## src/nfcss_pkg.sv

```systemverilog
// Shared types, constants and helpers for the nearest free cell spiral search block.
package nfcss_pkg;

    localparam int MAX_COLUMNS = 64;
    localparam int MAX_ROWS    = 64;

    localparam int COL_W   = 6;
    localparam int ROW_W   = 6;
    localparam int CFG_W   = 7;
    localparam int CELLS   = MAX_COLUMNS * MAX_ROWS;
    localparam int ADDR_W  = $clog2(CELLS);
    localparam int CLR_W   = ADDR_W + 1;
    localparam int CRD_W   = 8;
    localparam int DIST_W  = 7;
    localparam int CNT_W   = 8;

    localparam logic OP_WRITE  = 1'b0;
    localparam logic OP_SEARCH = 1'b1;

    localparam logic CFG_GRID_WIDTH  = 1'b0;
    localparam logic CFG_GRID_HEIGHT = 1'b1;

    typedef logic signed [CRD_W-1:0] t_coord;

    typedef struct packed {
        logic             opcode;
        logic [COL_W-1:0] cell_x;
        logic [ROW_W-1:0] cell_y;
        logic             occupied_bit;
    } t_in_item;

    typedef struct packed {
        logic             found;
        logic [COL_W-1:0] found_x;
        logic [ROW_W-1:0] found_y;
    } t_out_item;

    typedef struct packed {
        logic   emit;
        t_coord cx;
        t_coord cy;
        logic   inb;
        logic   term;
    } t_walk_out;

    function automatic logic [ADDR_W-1:0] cell_addr(input logic [COL_W-1:0] x,
                                                    input logic [ROW_W-1:0] y);
        cell_addr = ADDR_W'(x) * ADDR_W'(MAX_ROWS) + ADDR_W'(y);
    endfunction

endpackage

```

## src/nfcss_walker.sv

```systemverilog
// Ring walker that issues one candidate cell per cycle along the square spiral.
module nfcss_walker (
    input  logic                                i_clk,
    input  logic                                i_rst_n,
    input  logic                                i_start,
    input  logic                                i_stop,
    input  logic [nfcss_pkg::COL_W-1:0]         i_x,
    input  logic [nfcss_pkg::ROW_W-1:0]         i_y,
    input  logic [nfcss_pkg::CFG_W-1:0]         i_w,
    input  logic [nfcss_pkg::CFG_W-1:0]         i_h,
    output nfcss_pkg::t_walk_out                o_walk
);

    localparam logic [1:0] S_IDLE = 2'd0;
    localparam logic [1:0] S_RING = 2'd1;
    localparam logic [1:0] S_WALK = 2'd2;

    localparam logic [2:0] SEG_EAST_A = 3'd0;
    localparam logic [2:0] SEG_SOUTH  = 3'd1;
    localparam logic [2:0] SEG_WEST   = 3'd2;
    localparam logic [2:0] SEG_NORTH  = 3'd3;
    localparam logic [2:0] SEG_EAST_B = 3'd4;

    logic [1:0]                        r_state, n_state;
    logic [2:0]                        r_seg, n_seg;
    logic [nfcss_pkg::CNT_W-1:0]       r_cnt, n_cnt;
    logic [nfcss_pkg::DIST_W-1:0]      r_d, n_d;
    logic [nfcss_pkg::COL_W-1:0]       r_x, n_x;
    logic [nfcss_pkg::ROW_W-1:0]       r_y, n_y;
    nfcss_pkg::t_coord                 r_cx, n_cx;
    nfcss_pkg::t_coord                 r_cy, n_cy;

    logic [nfcss_pkg::CRD_W-1:0]       x_plus_d;
    logic [nfcss_pkg::CRD_W-1:0]       y_plus_d;
    logic [nfcss_pkg::CNT_W-1:0]       two_d;
    logic                              ring_out;
    nfcss_pkg::t_coord                 w_s;
    nfcss_pkg::t_coord                 h_s;

    assign x_plus_d = nfcss_pkg::CRD_W'(r_x) + nfcss_pkg::CRD_W'(r_d);
    assign y_plus_d = nfcss_pkg::CRD_W'(r_y) + nfcss_pkg::CRD_W'(r_d);
    assign two_d    = {r_d, 1'b0};
    assign w_s      = nfcss_pkg::CRD_W'(i_w);
    assign h_s      = nfcss_pkg::CRD_W'(i_h);

    // The ring at distance d is wholly outside the grid on all four sides.
    assign ring_out = (r_d > nfcss_pkg::DIST_W'(r_x)) &&
                      (x_plus_d >= nfcss_pkg::CRD_W'(i_w)) &&
                      (r_d > nfcss_pkg::DIST_W'(r_y)) &&
                      (y_plus_d >= nfcss_pkg::CRD_W'(i_h));

    always_comb begin
        n_state = r_state;
        n_seg   = r_seg;
        n_cnt   = r_cnt;
        n_d     = r_d;
        n_x     = r_x;
        n_y     = r_y;
        n_cx    = r_cx;
        n_cy    = r_cy;
        o_walk  = '0;

        case (r_state)
            S_IDLE: begin
                if (i_start) begin
                    n_x     = i_x;
                    n_y     = i_y;
                    n_d     = '0;
                    n_state = S_RING;
                end
            end
            S_RING: begin
                if (ring_out) begin
                    o_walk.term = 1'b1;
                    n_state     = S_IDLE;
                end else begin
                    // The first cell of each ring sits straight above the start.
                    n_cx        = nfcss_pkg::CRD_W'(r_x);
                    n_cy        = $signed(y_plus_d);
                    o_walk.emit = 1'b1;
                    if (r_d == '0) begin
                        n_d = r_d + 1'b1;
                    end else begin
                        n_seg   = SEG_EAST_A;
                        n_cnt   = nfcss_pkg::CNT_W'(r_d);
                        n_state = S_WALK;
                    end
                end
            end
            S_WALK: begin
                case (r_seg)
                    SEG_EAST_A: n_cx = r_cx + 8'sd1;
                    SEG_SOUTH:  n_cy = r_cy - 8'sd1;
                    SEG_WEST:   n_cx = r_cx - 8'sd1;
                    SEG_NORTH:  n_cy = r_cy + 8'sd1;
                    SEG_EAST_B: n_cx = r_cx + 8'sd1;
                    default:    n_cx = r_cx;
                endcase
                o_walk.emit = 1'b1;
                n_cnt       = r_cnt - 1'b1;
                if (r_cnt == nfcss_pkg::CNT_W'(1)) begin
                    if ((r_seg == SEG_EAST_B) ||
                        ((r_seg == SEG_NORTH) && (r_d == nfcss_pkg::DIST_W'(1)))) begin
                        n_d     = r_d + 1'b1;
                        n_state = S_RING;
                    end else begin
                        n_seg = r_seg + 1'b1;
                        n_cnt = (r_seg == SEG_NORTH) ? nfcss_pkg::CNT_W'(r_d) - 1'b1
                                                     : two_d;
                    end
                end
            end
            default: n_state = S_IDLE;
        endcase

        o_walk.cx  = n_cx;
        o_walk.cy  = n_cy;
        o_walk.inb = (n_cx >= 0) && (n_cx < w_s) && (n_cy >= 0) && (n_cy < h_s);

        if (i_stop) begin
            n_state = S_IDLE;
        end
    end

    always_ff @(posedge i_clk) begin
        if (!i_rst_n) begin
            r_state <= S_IDLE;
        end else begin
            r_state <= n_state;
        end
        r_seg <= n_seg;
        r_cnt <= n_cnt;
        r_d   <= n_d;
        r_x   <= n_x;
        r_y   <= n_y;
        r_cx  <= n_cx;
        r_cy  <= n_cy;
    end

endmodule

```

## config.mk

```make
export PLATFORM = sky130hd
export DESIGN_NAME = nfcss_walker
export DESIGN_NICKNAME = d
export VERILOG_FILES = /design/src/nfcss_pkg.sv /design/src/nfcss_walker.sv
export SDC_FILE = /design/constraint.sdc
export NUM_CORES = 1
export LEC_CHECK = 0
export BUFFER_PORTS_ARGS = -buffer_cell sky130_fd_sc_hd__buf_2
export CORE_MARGIN = 2
export CORE_UTILIZATION = 65
export DETAILED_ROUTE_END_ITERATION = 6
export PLACE_DENSITY_LB_ADDON = 0.05
export REMOVE_ABC_BUFFERS = 1
export SLEW_MARGIN = 25
export SYNTH_ARGS = -nofsm -noshare
export SYNTH_HDL_FRONTEND = slang
export SYNTH_SLANG_ARGS = --single-unit
```

## constraint.sdc

```tcl
create_clock -name i_clk -period 9.6 [get_ports i_clk]
set_clock_uncertainty 0.2 [all_clocks]
set_input_delay 2.4 -clock i_clk [delete_from_list [all_inputs] [get_ports i_clk]]
set_output_delay 2.4 -clock i_clk [all_outputs]
set_load 0.02 [all_outputs]
```

==> out/results.ini <==
[drt]
viasPerCell=6.059
first_pass_iters=5
avgRoutedWirePerCell_um=16.89
wirelength_um=11100
drc=0
num_vias=3981
drt-initial-drc-count=282
drtAntennaViolNets=0

[sta]
layout_setup_ws_ns=0.4741
setup-tns-final_ns=0
max_freq_mhz=109.6
worstMarginPinSlew_ns=1.009
hold_slack_ns=0.3090
final_hold_viol_count=0
period_share=0.9506
setup_viol=0
rsz0062_at_grt=false
final_max_slew_viol_count=0
slew_headroom=0.3177
layout_min_cycle_time_ns=9.126

[clock_tree]
postCtsSetupBuffers=0
cts_resized=0
cts_hold_buf=0
h-tree-depth=2
cts_max_path_buffers=2
tritoncts=built
clk_pin_slew_ns=0.11
numClockSinks=48
cts_root_buffer=clkbuf_8
clk_latency_ns=0.31
cts_made_buffers=5

[setup_path]
start_kind=input pin
crit_type=input pin to output port
critPathRequiredTime_ns=7.00
cp_max_fo=12
cp.arrival_ns=6.53
crit_path_end_kind=output port

[global_route]
grt_pass1_vias=3782
grt_max_degree=22
overflow=0
track_usage=0.2911
antenna_found_initial=0
grt_pass1_wl_um=17730

[power_and_ir_drop]
p_total_mw=0.7430
leakage_nw=2.265
powerDensity_mw_per_mm2=147.1
irDropWorstVdd_mv=0.08430

[floorplanning]
io_pins=49
die_area_mm2=0.007846
die_x_um=88.58
die_h_um=88.58
core_area_mm2=0.006869
rows=30
start_util=0.6769

[finish]
fin_util=0.7353
fin_nets=672
final_area_mm2=0.005051
multi_input_area_mm2=0.003119
final_cells=657
diodes=0
fillCellCount=531
seq_area_mm2=0.001261
drive_gt1_frac=0.1390
areaGrowthSynthToFinish_pct=8.638

[place]
place_congestion=0.9329
numPortBuffers=48
dp_hpwl_um=8734
dp_cells=649
dpl_cell_area_mm2=0.004936
detailedPlace.worstSlack_ns=0.5123

[run]
max_cap_viol_count=0

[synth]
yosys.area.top_type=ha_1
synth_warnings=0
synth_compound_area_frac=0.2118
yosys.area_share.adder=0.2271
synth-async-reset-ratio=0
synth_top_family_by_area=adder cells
synth_edf_count=30
synth_top_cell_area_share=0.2099
synth_xor_area_frac=0.06028
syn_inst=519
synth_common_cells=ha_1 (78), inv_1 (47), nor2_1 (47), nand2_1 (37)
synth_simple_gate_area_frac=0.1593
ys_seq_area_frac=0.2713
synth_area_mm2=0.004649
synthMuxAreaShare=0.01238
avgSynthCellArea_um2=8.958
yosysMostFrequentCell=ha_1
yosys_register_bits=48
synth_area_leaders=ha_1 (21%), edfxtp_1 (19%), dfxtp_1 (7.8%), inv_1 (3.8%), nor2_1 (3.8%)
yosys_most_used_dff=edfxtp_1
ys_types=68

[worst_hold_path]
min-delay-path-class=flip-flop to flip-flop

[run_status]
status=completed

## per-layer routing
| layer | up-vias | GRT usage | wire length [µm] |
|---|---|---|---|
| met1 | 1866 | 0.3954 | 5239 |
| li1 | 1957 | - | - |
| met3 | 17 | 0.03731 | 598 |
| met5 | - | 0 | 0 |
| met4 | 0 | 0.07576 | 142 |
| met2 | 141 | 0.4928 | 5117 |
## sequential cells by signal, indices dropped and copies added (netlist names)
register  cells
r_cnt         8
r_cx          8
r_cy          8
r_d           7
r_seg         3
r_state       2
r_x           6
r_y           6
## power by group
group / switching [mW] / internal (mW)
sequential: 0.0281 / 0.241
combinational: 0.185 / 0.133
clock: 0.0774 / 0.0786
## cells in the final DEF (no fill, tap or decap), types with 8 or more instances in the layout
| master | instances |
|---|---|
| ha_1 | 78 |
| buf_2 | 48 |
| inv_1 | 47 |
| nor2_1 | 47 |
| nand2_1 | 37 |
| a21oi_1 | 30 |
| o21ai_0 | 30 |
| edfxtp_1 | 30 |
| xnor2_1 | 20 |
| dfxtp_1 | 18 |
| xor2_1 | 12 |
| nor3_1 | 11 |
| nand3_1 | 10 |
| o21bai_1 | 9 |
| a22oi_1 | 8 |
| a21o_1 | 8 |
## worst paths after layout
check             start          to  slack (ns)  cells after the start
min          r_state[0]  r_state[0]        0.31                      2
max              i_w[5]   o_walk[1]        0.47                     17
max reg2reg      r_d[2]    r_seg[0]        4.44                     12
min reg2reg  r_state[0]  r_state[0]        0.31                      2
## logic make-up after synthesis
kind of cell,after synthesis
buffers and inverters,65
adders and majority gates,82
xor gates and xnor gates,32
DFF,48
muxes,5
AOI/OAI and AO/OA,138
and+or+nand+nor,149
## layout make-up
cell class / count / share of cell area
Clock buffer: 5 / 0.01362
Clock inverter: 3 / 0.009165
Timing Repair Buffer: 49 / 0.04905
Sequential cell: 48 / 0.2497
Inverter: 50 / 0.03716
Multi-Input combinational cell: 406 / 0.6175
Tap cell: 96 / 0.02378
## worst max-delay path, stage by stage
cell       delay [ns]
buf_2            0.10
inv_1            0.11
ha_1             0.26
a21o_2           0.21
a221o_2          0.37
a311oi_4         0.45
nor3_2           0.17
nor2_2           0.47
a22oi_1          0.16
o21ai_0          0.31
ha_1             0.32
a21o_1           0.18
a2111oi_0        0.35
o21ai_0          0.15
a21o_1           0.20
nor4_2           0.11
buf_2            0.19
Power figures use the tool's default switching activity.
